**src/hdl/mbe_pkg.sv**
```systemverilog
`timescale 1ns / 1ps
// ----------------------------------------------------------------------------
// mbe_pkg
// Types, constants and the color microprogram for the escape-time pixel block.
// ----------------------------------------------------------------------------
package mbe_pkg;

  localparam int FRAC_BITS = 28;
  localparam int COL_W     = 10;
  localparam int ROW_W     = 10;
  localparam int CNT_W     = 16;
  localparam int CLR_W     = 8;
  localparam int CFG_IDX_W = 3;
  localparam int CFG_DAT_W = 32;
  localparam int ORG_W     = 32;
  localparam int STEP_W    = 31;
  localparam int PIX_W     = STEP_W + COL_W;     // index times step
  localparam int COORD_W   = 44;                 // z and c, signed
  localparam int MUL_W     = 32;
  localparam int PROD_W    = 2 * MUL_W;
  localparam int SQP_W     = PROD_W - FRAC_BITS; // shifted product
  localparam int SQ_W      = 32;                 // capped square
  localparam int SUM_W     = SQ_W + 1;
  localparam int XY_W      = SQP_W + 1;          // signed cross product
  localparam int T_W       = 80;                 // color numerator
  localparam int DM_W      = 64;                 // limit^4
  localparam int CMUL_W    = MUL_W + CNT_W;
  localparam int PC_W      = 5;
  localparam int SUB_W     = 4;
  localparam logic [SUB_W-1:0] MUL_LAST = SUB_W'(2);
  localparam logic [SUB_W-1:0] DIV_LAST = SUB_W'(9);

  localparam logic [COORD_W-1:0] Q_ONE     = COORD_W'(1) << FRAC_BITS;
  localparam logic [COORD_W-1:0] Q_TWO     = COORD_W'(2) << FRAC_BITS;
  localparam logic [COORD_W-1:0] Q_QUARTER = Q_ONE >> 2;
  localparam logic [COORD_W-1:0] SQ_LIM    = COORD_W'(3) << FRAC_BITS;
  localparam logic [SQ_W-1:0]    SQ_CAP    = SQ_W'(8) << FRAC_BITS;
  localparam logic [SUM_W-1:0]   ESC_LIM   = SUM_W'(4) << FRAC_BITS;
  localparam logic [SUM_W-1:0]   Q_SIXTEENTH = SUM_W'(1) << (FRAC_BITS - 4);

  localparam logic [ORG_W-1:0]  RST_X_ORIGIN = 32'hE000_0000;
  localparam logic [ORG_W-1:0]  RST_Y_ORIGIN = 32'hF2CC_CCCD;
  localparam logic [STEP_W-1:0] RST_X_STEP   = 31'd10066330;
  localparam logic [STEP_W-1:0] RST_Y_STEP   = 31'd20132659;
  localparam logic [CNT_W-1:0]  RST_ITER_LIM = 16'd100;

  localparam logic [CNT_W-1:0] K_RED   = 16'd2295;
  localparam logic [CNT_W-1:0] K_GREEN = 16'd3825;
  localparam logic [CNT_W-1:0] K_BLUE  = 16'd4335;

  typedef enum logic [CFG_IDX_W-1:0] {
    CFG_X_ORIGIN = 3'd0,
    CFG_Y_ORIGIN = 3'd1,
    CFG_X_STEP   = 3'd2,
    CFG_Y_STEP   = 3'd3,
    CFG_ITER_LIM = 3'd4
  } cfg_reg_t;

  typedef struct packed {
    logic [COL_W-1:0] column;
    logic [ROW_W-1:0] row;
  } in_item_t;

  typedef struct packed {
    logic [CNT_W-1:0] iter_count;
    logic             inside_res;
    logic [CLR_W-1:0] red;
    logic [CLR_W-1:0] green;
    logic [CLR_W-1:0] blue;
  } out_item_t;

  typedef enum logic [3:0] {
    ST_IDLE, ST_SETUP, ST_PREP, ST_SQ, ST_LHS, ST_BULB,
    ST_ITER, ST_FIN, ST_COLOR, ST_WAITC, ST_DONE
  } state_t;

  typedef struct packed {
    logic start;
  } clr_ctl_t;

  typedef struct packed {
    logic done;
  } clr_sts_t;

  typedef enum logic [2:0] {OP_LOAD, OP_MUL, OP_SAVE, OP_DIV, OP_END} op_kind_t;
  typedef enum logic [2:0] {OPD_M, OPD_N, OPD_D, OPD_KR, OPD_KG, OPD_KB} opd_t;
  typedef enum logic [1:0] {CH_RED, CH_GREEN, CH_BLUE} ch_t;

  typedef struct packed {
    op_kind_t kind;
    opd_t     opd;
    ch_t      ch;
    logic     dbl;
  } col_op_t;

  // t = load, t *= operand; divide t by m^4 (doubled for blue)
  function automatic col_op_t col_op(input logic [PC_W-1:0] pc);
    col_op_t o;
    o = '{kind: OP_END, opd: OPD_M, ch: CH_RED, dbl: 1'b0};
    unique case (pc)
      5'd0:  o = '{OP_LOAD, OPD_M,  CH_RED,   1'b0};
      5'd1:  o = '{OP_MUL,  OPD_M,  CH_RED,   1'b0};
      5'd2:  o = '{OP_MUL,  OPD_M,  CH_RED,   1'b0};
      5'd3:  o = '{OP_MUL,  OPD_M,  CH_RED,   1'b0};
      5'd4:  o = '{OP_SAVE, OPD_M,  CH_RED,   1'b0};
      5'd5:  o = '{OP_LOAD, OPD_D,  CH_RED,   1'b0};
      5'd6:  o = '{OP_MUL,  OPD_KR, CH_RED,   1'b0};
      5'd7:  o = '{OP_MUL,  OPD_N,  CH_RED,   1'b0};
      5'd8:  o = '{OP_MUL,  OPD_N,  CH_RED,   1'b0};
      5'd9:  o = '{OP_MUL,  OPD_N,  CH_RED,   1'b0};
      5'd10: o = '{OP_DIV,  OPD_M,  CH_RED,   1'b0};
      5'd11: o = '{OP_LOAD, OPD_D,  CH_GREEN, 1'b0};
      5'd12: o = '{OP_MUL,  OPD_KG, CH_GREEN, 1'b0};
      5'd13: o = '{OP_MUL,  OPD_D,  CH_GREEN, 1'b0};
      5'd14: o = '{OP_MUL,  OPD_N,  CH_GREEN, 1'b0};
      5'd15: o = '{OP_MUL,  OPD_N,  CH_GREEN, 1'b0};
      5'd16: o = '{OP_DIV,  OPD_M,  CH_GREEN, 1'b0};
      5'd17: o = '{OP_LOAD, OPD_D,  CH_BLUE,  1'b0};
      5'd18: o = '{OP_MUL,  OPD_KB, CH_BLUE,  1'b0};
      5'd19: o = '{OP_MUL,  OPD_D,  CH_BLUE,  1'b0};
      5'd20: o = '{OP_MUL,  OPD_D,  CH_BLUE,  1'b0};
      5'd21: o = '{OP_MUL,  OPD_N,  CH_BLUE,  1'b0};
      5'd22: o = '{OP_DIV,  OPD_M,  CH_BLUE,  1'b1};
      default: o = '{OP_END, OPD_M, CH_RED,   1'b0};
    endcase
    return o;
  endfunction

endpackage

```
**src/hdl/mbe_color.sv**
```systemverilog
`timescale 1ns / 1ps
// ----------------------------------------------------------------------------
// mbe_color
// Microcoded color unit: products on one 32x16 multiplier, then a restoring
// divide by the limit^4 (doubled for blue), clamped to 255.
// ----------------------------------------------------------------------------
module mbe_color (
  input  logic                        clk,
  input  logic                        rst_n,
  input  mbe_pkg::clr_ctl_t           ctl,
  input  logic [mbe_pkg::CNT_W-1:0]   n,
  input  logic [mbe_pkg::CNT_W-1:0]   m,
  output mbe_pkg::clr_sts_t           sts,
  output logic [mbe_pkg::CLR_W-1:0]   red,
  output logic [mbe_pkg::CLR_W-1:0]   green,
  output logic [mbe_pkg::CLR_W-1:0]   blue
);
  import mbe_pkg::*;

  logic              running_r;
  logic [PC_W-1:0]   pc_r;
  logic [SUB_W-1:0]  sub_r;
  logic [CNT_W-1:0]  diff_r;
  logic [T_W-1:0]    t_r, rem_r, dv_r;
  logic [CMUL_W-1:0] prod_r, lo_r;
  logic [DM_W-1:0]   dm_r;
  logic [CLR_W-1:0]  q_r, red_r, green_r, blue_r;
  col_op_t           op;
  logic [CNT_W-1:0]  opd_val;
  logic [MUL_W-1:0]  mul_a;
  logic              ge, op_last;
  logic [CLR_W-1:0]  q_fin;

  assign op = col_op(pc_r);

  always_comb begin
    unique case (op.opd)
      OPD_M:   opd_val = m;
      OPD_N:   opd_val = n;
      OPD_D:   opd_val = diff_r;
      OPD_KR:  opd_val = K_RED;
      OPD_KG:  opd_val = K_GREEN;
      OPD_KB:  opd_val = K_BLUE;
      default: opd_val = m;
    endcase
  end

  assign mul_a = sub_r[0] ? t_r[2*MUL_W-1:MUL_W] : t_r[MUL_W-1:0];
  assign ge    = rem_r >= dv_r;
  assign q_fin = (sub_r == SUB_W'(1)) ? {CLR_W{1'b1}} : {q_r[CLR_W-2:0], ge};

  always_comb begin
    unique case (op.kind)
      OP_MUL:  op_last = (sub_r == MUL_LAST);
      OP_DIV:  op_last = (sub_r == SUB_W'(1) && ge) || sub_r == DIV_LAST;
      default: op_last = 1'b1;
    endcase
  end

  always_ff @(posedge clk) begin
    if (!rst_n) begin
      running_r <= 1'b0;
      pc_r      <= '0;
      sub_r     <= '0;
    end else if (!running_r) begin
      if (ctl.start) begin
        running_r <= 1'b1;
        pc_r      <= '0;
        sub_r     <= '0;
      end
    end else if (op.kind == OP_END) begin
      running_r <= 1'b0;
    end else if (op_last) begin
      pc_r  <= pc_r + PC_W'(1);
      sub_r <= '0;
    end else begin
      sub_r <= sub_r + SUB_W'(1);
    end
  end

  always_ff @(posedge clk) begin
    prod_r <= CMUL_W'(mul_a) * CMUL_W'(opd_val);
    if (!running_r && ctl.start) begin
      diff_r <= m - n;
    end
    if (running_r) begin
      unique case (op.kind)
        OP_LOAD: t_r <= T_W'(opd_val);
        OP_SAVE: dm_r <= t_r[DM_W-1:0];
        OP_MUL: begin
          if (sub_r == SUB_W'(1)) lo_r <= prod_r;
          if (sub_r == MUL_LAST) t_r <= T_W'(lo_r) + (T_W'(prod_r) << MUL_W);
        end
        OP_DIV: begin
          if (sub_r == '0) begin
            rem_r <= t_r;
            dv_r  <= T_W'(dm_r) << (op.dbl ? CLR_W + 1 : CLR_W);
          end else begin
            if (sub_r != SUB_W'(1) && ge) rem_r <= rem_r - dv_r;
            dv_r <= dv_r >> 1;
            q_r  <= {q_r[CLR_W-2:0], ge};
            if (op_last) begin
              unique case (op.ch)
                CH_RED:   red_r   <= q_fin;
                CH_GREEN: green_r <= q_fin;
                CH_BLUE:  blue_r  <= q_fin;
                default:  red_r   <= q_fin;
              endcase
            end
          end
        end
        default: ;
      endcase
    end
  end

  assign sts.done = running_r && op.kind == OP_END;
  assign red      = red_r;
  assign green    = green_r;
  assign blue     = blue_r;

endmodule

```
**config.mk**
```make
export PLATFORM = sky130hd
export DESIGN_NAME = mbe_color
export DESIGN_NICKNAME = d
export VERILOG_FILES = /design/src/hdl/mbe_pkg.sv /design/src/hdl/mbe_color.sv
export SDC_FILE = /design/constraint.sdc
export NUM_CORES = 2
export LEC_CHECK = 0
export ABC_CLOCK_PERIOD_IN_PS = 14900
export BUFFER_PORTS_ARGS = -buffer_cell sky130_fd_sc_hd__buf_2
export CAP_MARGIN = 10
export CORE_ASPECT_RATIO = 1.75
export CORE_MARGIN = 3
export CORE_UTILIZATION = 40
export CTS_CLUSTER_SIZE = 12
export DETAILED_ROUTE_END_ITERATION = 6
export SYNTH_ARGS = -nofsm -noshare
export SYNTH_HDL_FRONTEND = slang
export SYNTH_SLANG_ARGS = --single-unit
export TNS_END_PERCENT = 20
```
**constraint.sdc**
```tcl
create_clock -name clk -period 14.9 [get_ports clk]
set_input_delay 2.98 -clock clk [delete_from_list [all_inputs] [get_ports clk]]
set_output_delay 2.98 -clock clk [all_outputs]
set_load 0.02 [all_outputs]
```
# == Word level (Yosys, flattened, before mapping) ==
# Memory sizes are Yosys's and may differ from the RTL's. A register that Yosys moved wholly into a read port is not among the register bits.
# Cells that the tools add are included.
# totals
inputBits,35
n_memories,1
reg_bits,457
rom_bits,288
# classes
n_eq_ne,18
bitwise,2
multipliers,1
magnitude_cmp,1
muxes,23
n_reduce_logical,23
shifts,1
addsub,5
# mem_list
memory,depth,width,rd,rd_ports_with_merged_regs,wr,line,source
(name not given),32,9,1,1,0,mbe_pkg.sv:100,unique case (pc)
# ops
cell,n
2-to-1 mux 80 bit,3
one-hot mux 80 bit (2 select lines),1
adder 48 x 80 -> 80 bit,1
greater-or-equal comparator 80 bit,1
one-hot mux 16 bit (5 select lines),1
<< shifter 64 x 4 -> 80 bit,1
subtractor 80 bit,1
2-to-1 mux 79 bit,1
multiplier 32 x 16 -> 48 bit,1
2-to-1 mux 32 bit,1
2-to-1 mux 5 bit,6
2-to-1 mux 4 bit,4
subtractor 16 bit,1
AND reduction 3 bit,5
AND reduction 5 bit,3
"equality test 3 x 2 -> 1 bit, second input constant",4
"equality test 3 bit, second input constant",3
2-to-1 mux 8 bit,1
"equality test 3 x 1 -> 1 bit, second input constant",2
AND reduction 2 bit,3
nonzero test 2 bit,3
"adder 5 x 1 -> 5 bit, second input constant",1
"adder 4 x 1 -> 4 bit, second input constant",1
"equality test 4 x 1 -> 1 bit, second input constant",1
16 further kinds,24

# == Logic depth before layout (Yosys ltp) ==
# depth
ltp_word,9
ltp_mapped,32
depth_no_buf,30

# == Worst setup path after synthesis ==
# OpenSTA, ideal clock, no wires.
# synth_path
path_kind,register to register
from,reg sub_r[0]
to,reg t_r[0] (enable)
arrival_time_ps,13687
n_path_buf,3
required_time_ps,13956
slack_ps,269
synth_period_minus_slack_ps,14631
stages_incl_launch_ff,8
setup_time_ps,944
cell_sequence,dfxtp_1 > clkbuf_1 > clkbuf_1 > buf_1 > inv_1 > ha_1 > nand2_1 > a2111oi_0
# synth_via
elab_chain_len,3
# synth_lines
item,line,source
"start, declared",mbe_color.sv:22,logic [SUB_W-1:0] sub_r;
"start signal, assigned",mbe_color.sv:77,sub_r <= sub_r + SUB_W'(1);
equality test 4 x 2 -> 1 bit,mbe_color.sv:92,if (sub_r == MUL_LAST) t_r <= T_W'(lo_r) + (T_W'(prod_r) << MUL_W);
!= test 2 bit (no source line),-,
AND reduction 3 bit (no source line),-,
"end signal, assigned",mbe_color.sv:88,OP_LOAD: t_r <= T_W'(opd_val);
"end signal, assigned",mbe_color.sv:92,
"end, declared",mbe_color.sv:24,"logic [T_W-1:0] t_r, rem_r, dv_r;"
# Every way passes these cells.
# A chain may end at the register's enable or synchronous reset.

# == Worst setup path after layout ==
# layout_path
from,in m[1] (netlist name)
to,reg prod_r[43]
# layout_via
elab_chain_len,2
# layout_lines
item,line,source
"start, declared",mbe_color.sv:12,"input logic [mbe_pkg::CNT_W-1:0] m,"
one-hot mux 16 bit (5 select lines),mbe_color.sv:37,unique case (op.opd)
multiplier 32 x 16 -> 48 bit,mbe_color.sv:82,prod_r <= CMUL_W'(mul_a) * CMUL_W'(opd_val);
"end signal, assigned",mbe_color.sv:82,
"end, declared",mbe_color.sv:25,"logic [CMUL_W-1:0] prod_r, lo_r;"
# Every way passes these cells.

==> qor.tcl <==
set qor(outcome) {finished, final reports clean}
set qor(required_time_at_the_endpoint_of_the_critical_path_ps) 15380
set qor(detail_route.vias_per_cell) 5.43
set qor(timing.final.max_slew_violations) 0
set qor(yosys-top-cells-area) {sky130_fd_sc_hd__edfxtp_1 (29%), sky130_fd_sc_hd__fa_1 (21%), sky130_fd_sc_hd__ha_1 (7.4%)}
set qor(ys_dominant_reg_cell) {sky130_fd_sc_hd__edfxtp_1}
set qor(core_area_sq_um) 99500
set qor(cts_buffer_depth) 3
set qor(start_util) 0.403
set qor(comb_power_share) 0.700
set qor(cp_max_stage_delay_ps) 660
set qor(grt_start_max_net_pins) 93
set qor(cts_setup_buffers) 0
set qor(synthToLayoutAreaGrowth_pct) 8.01
set qor(netSwitchingPower_mw) 4.63
set qor(ir_drop_mv) 0.308
set qor(clkSlewWorstSetupHoldPaths_ps) 70
set qor(synth_top_cell_area_share) 0.293
set qor(asyncSetResetFlopFracSynth) 0
set qor(totalNegativeSetupSlack_ps) 0
set qor(p_leak_nw) 18.3
set qor(average_wire_length_per_cell_after_detail_routing_um) 22.1
set qor(cts_repair_resize_count) 0
set qor(grt_first_pass_wirelength_um) 185000
set qor(cts.sinks) 459
set qor(synth.yosys.warnings) 0
set qor(setup_violations) 0
set qor(via_count_of_the_first_global_routing_pass) 31651
set qor(drt.antenna.violating_nets) 0
set qor(postCtsHoldBufs) 0
set qor(tritoncts) {done}
set qor(avgSynthCellArea_sq_um) 9.71
set qor(cap_violations) 0
set qor(vias) 29803
set qor(net_count_after_synthesis) 4827
set qor(syn_inst) 4135
set qor(place.gp.congestion) 0.936
set qor(finalCoreUtilization) 0.435
set qor(fmax_mhz) 96.1
set qor(routed_wl_um) 121000
set qor(detailedRoute.firstIterationViolations) 1816
set qor(area_of_the_mapped_netlist_sq_um) 40100
set qor(report.final.hold_viol_count) 0
set qor(grtUsageTotal) 0.234
set qor(synth_sequential_area_ratio) 0.327
set qor(yosys.area.top_type) {sky130_fd_sc_hd__edfxtp_1}
set qor(row_count) 153
set qor(grt_setup_unrepaired) {no}
set qor(switching_share_of_power) 0.481
set qor(max_slew_margin) 0.199
set qor(totalPowerFinal_mw) 9.63
set qor(clkLatencyLatePin_ps) 600
set qor(placement.io_buffers) 59
set qor(critPathArrivalTime_ps) 10880
set qor(drive_gt1_frac) 0.0595
set qor(crit_path_end_kind) {flip-flop}
set qor(finClkSkew_ps) 18.4
set qor(r2r_setup_slack_ps) 5530
set qor(min_path_type) {reg2reg}
set qor(synth_commonest_cells) {sky130_fd_sc_hd__inv_1 (597), sky130_fd_sc_hd__nand2_1 (523), sky130_fd_sc_hd__nor2_1 (426), sky130_fd_sc_hd__fa_1 (421), sky130_fd_sc_hd__edfxtp_1 (392)}
set qor(grt.overflow.total) 0
set qor(cpMaxStageDelayCell) {sky130_fd_sc_hd__o31ai_1}
set qor(final_nets) 4830
set qor(cp_max_fo) 25
set qor(post_synthesis_sequential_element_count) 459
set qor(critical-path-top-cell-by-count) {sky130_fd_sc_hd__fa_1}
set qor(layout_min_cycle_time_ps) 10410
set qor(diodes) 0
set qor(sequentialPowerShare) 0.184
set qor(remaining_drc_errors) 0
set qor(cp_num_buf_inv) 6
set qor(nFillCells) 9817
set qor(power.share.clock) 0.116
set qor(antenna_violations_before_repair) 2
set qor(synth_enable_flop_cells) 392
set qor(period_share) 0.698
set qor(io-pin-count) 60
set qor(critical_path_class) {in2reg}
set qor(power_density_nw_per_um2) 222
set qor(internal_power_mw) 5.00
set qor(chipHeight_um) 425
set qor(dieArea_sq_um) 104000
set qor(tritoncts.num_buffers) 46
set qor(synth_cell_types) 97
set qor(worstSetupStartpointType) {primary input}
set qor(first_pass_iters) 5
set qor(tightestPinTransition_ps) 1170
set qor(place_hpwl_um) 96100
set qor(cts.htree.levels) 2
set qor(floorplan.die.width_um) 245
set qor(synth.most_common_cell) {sky130_fd_sc_hd__inv_1}
set qor(cts_root_buf) {sky130_fd_sc_hd__clkbuf_16}
set qor(cp_top_family) {adder cells}
-- flip-flops by register name (all words and copies together) (netlist names) --
| register | count |
|---|---|
| blue | 8 |
| diff_r | 16 |
| dm_r | 64 |
| dv_r | 73 |
| green | 8 |
| lo_r | 48 |
| op | 9 |
| pc_r | 5 |
| prod_r | 48 |
| q_r | 7 |
| red | 8 |
| rem_r | 80 |
| running_r | 1 |
| sub_r | 4 |
| t_r | 80 |
-- placed cells by master (no fill, tap or decap), types with 89 or more instances in the layout --
master and n:
sky130_fd_sc_hd__a21oi_1 203, sky130_fd_sc_hd__edfxtp_1 392, sky130_fd_sc_hd__fa_1 421, sky130_fd_sc_hd__ha_1 236, sky130_fd_sc_hd__inv_1 596, sky130_fd_sc_hd__mux2i_1 102, sky130_fd_sc_hd__nand2_1 522, sky130_fd_sc_hd__nor2_1 424
sky130_fd_sc_hd__o21ai_0 179, sky130_fd_sc_hd__xnor2_1 89
-- power groups by stage --
stage | combinational (mW) | clock, mW | sequential (mW)
detailed placement | 6.69 | 0 | 1.79
global placement | 6.69 | 0 | 1.79
finish | 6.74 | 1.12 | 1.77
CTS | 6.72 | 1.14 | 1.77
global route | 7.55 | 1.18 | 1.77
floorplan | 4.94 | 0 | 1.71
-- worst reg2reg max path, delay by kind of cell, from the launching register on --
| family | cells | cell delay (ps) |
|---|---|---|
| flops | 1 | 470 |
| simple gates | 5 | 1250 |
| buf+inv | 4 | 280 |
| compound gates | 11 | 3910 |
| fa+ha+maj | 7 | 3360 |
-- per-stage QoR --
step / worst slack [ps] / hold slack (ps) / area, sq um / std cells
4_1_cts: 4550 / 444 / 43300 / 5487
5_1_grt: 4060 / 458 / 43300 / 5487
2_1_floorplan: 269 / 415 / 40100 / 4135
3_5_place_dp: 3920 / 426 / 42000 / 5407
6_report: 4490 / 444 / 43300 / 5487
3_3_place_gp: 3970 / 423 / 42000 / 5407
-- path summary, 6_finish.rpt --
path	endpoint	startpoint	cells past startpoint
hold / removal	q_r[6]	q_r[5]	0
hold reg to reg	q_r[6]	q_r[5]	0
setup reg to reg	prod_r[43]	op[4]	27
setup / recovery	prod_r[43]	m[1]	28
-- layout make-up --
type	instances	area, sq um	area share
Multi-Input combinational cell	2917	24200	0.559
Sequential cell	459	13100	0.303
Inverter	598	2240	0.0518
Tap cell	1317	1650	0.0380
Clock buffer	71	1290	0.0297
Timing Repair Buffer	116	723	0.0167
Clock inverter	9	90.1	0.00208
-- cell families (layout without fill, tap and decap cells) --
logic type	Yosys count	after routing	share of synthesized area
AO/OA/AOI/OAI	701	701	0.110
buffers and inverters	759	794	0.0718
XOR/XNOR	145	145	0.0316
multiplexers	140	140	0.0360
adder cells (fa/ha/maj)	657	657	0.284
flip-flops	459	459	0.327
AND/OR/NAND/NOR	1274	1274	0.141
-- layer usage --
layer / vias to the layer above / wire [um] / global-route usage
li1: 13717 / - / -
met1: 14930 / 42100 / 0.246
met2: 819 / 64900 / 0.442
met3: 333 / 5210 / 0.0236
met4: 4 / 8840 / 0.146
met5: - / 31 / 0
(Power assumes the default switching activity.)
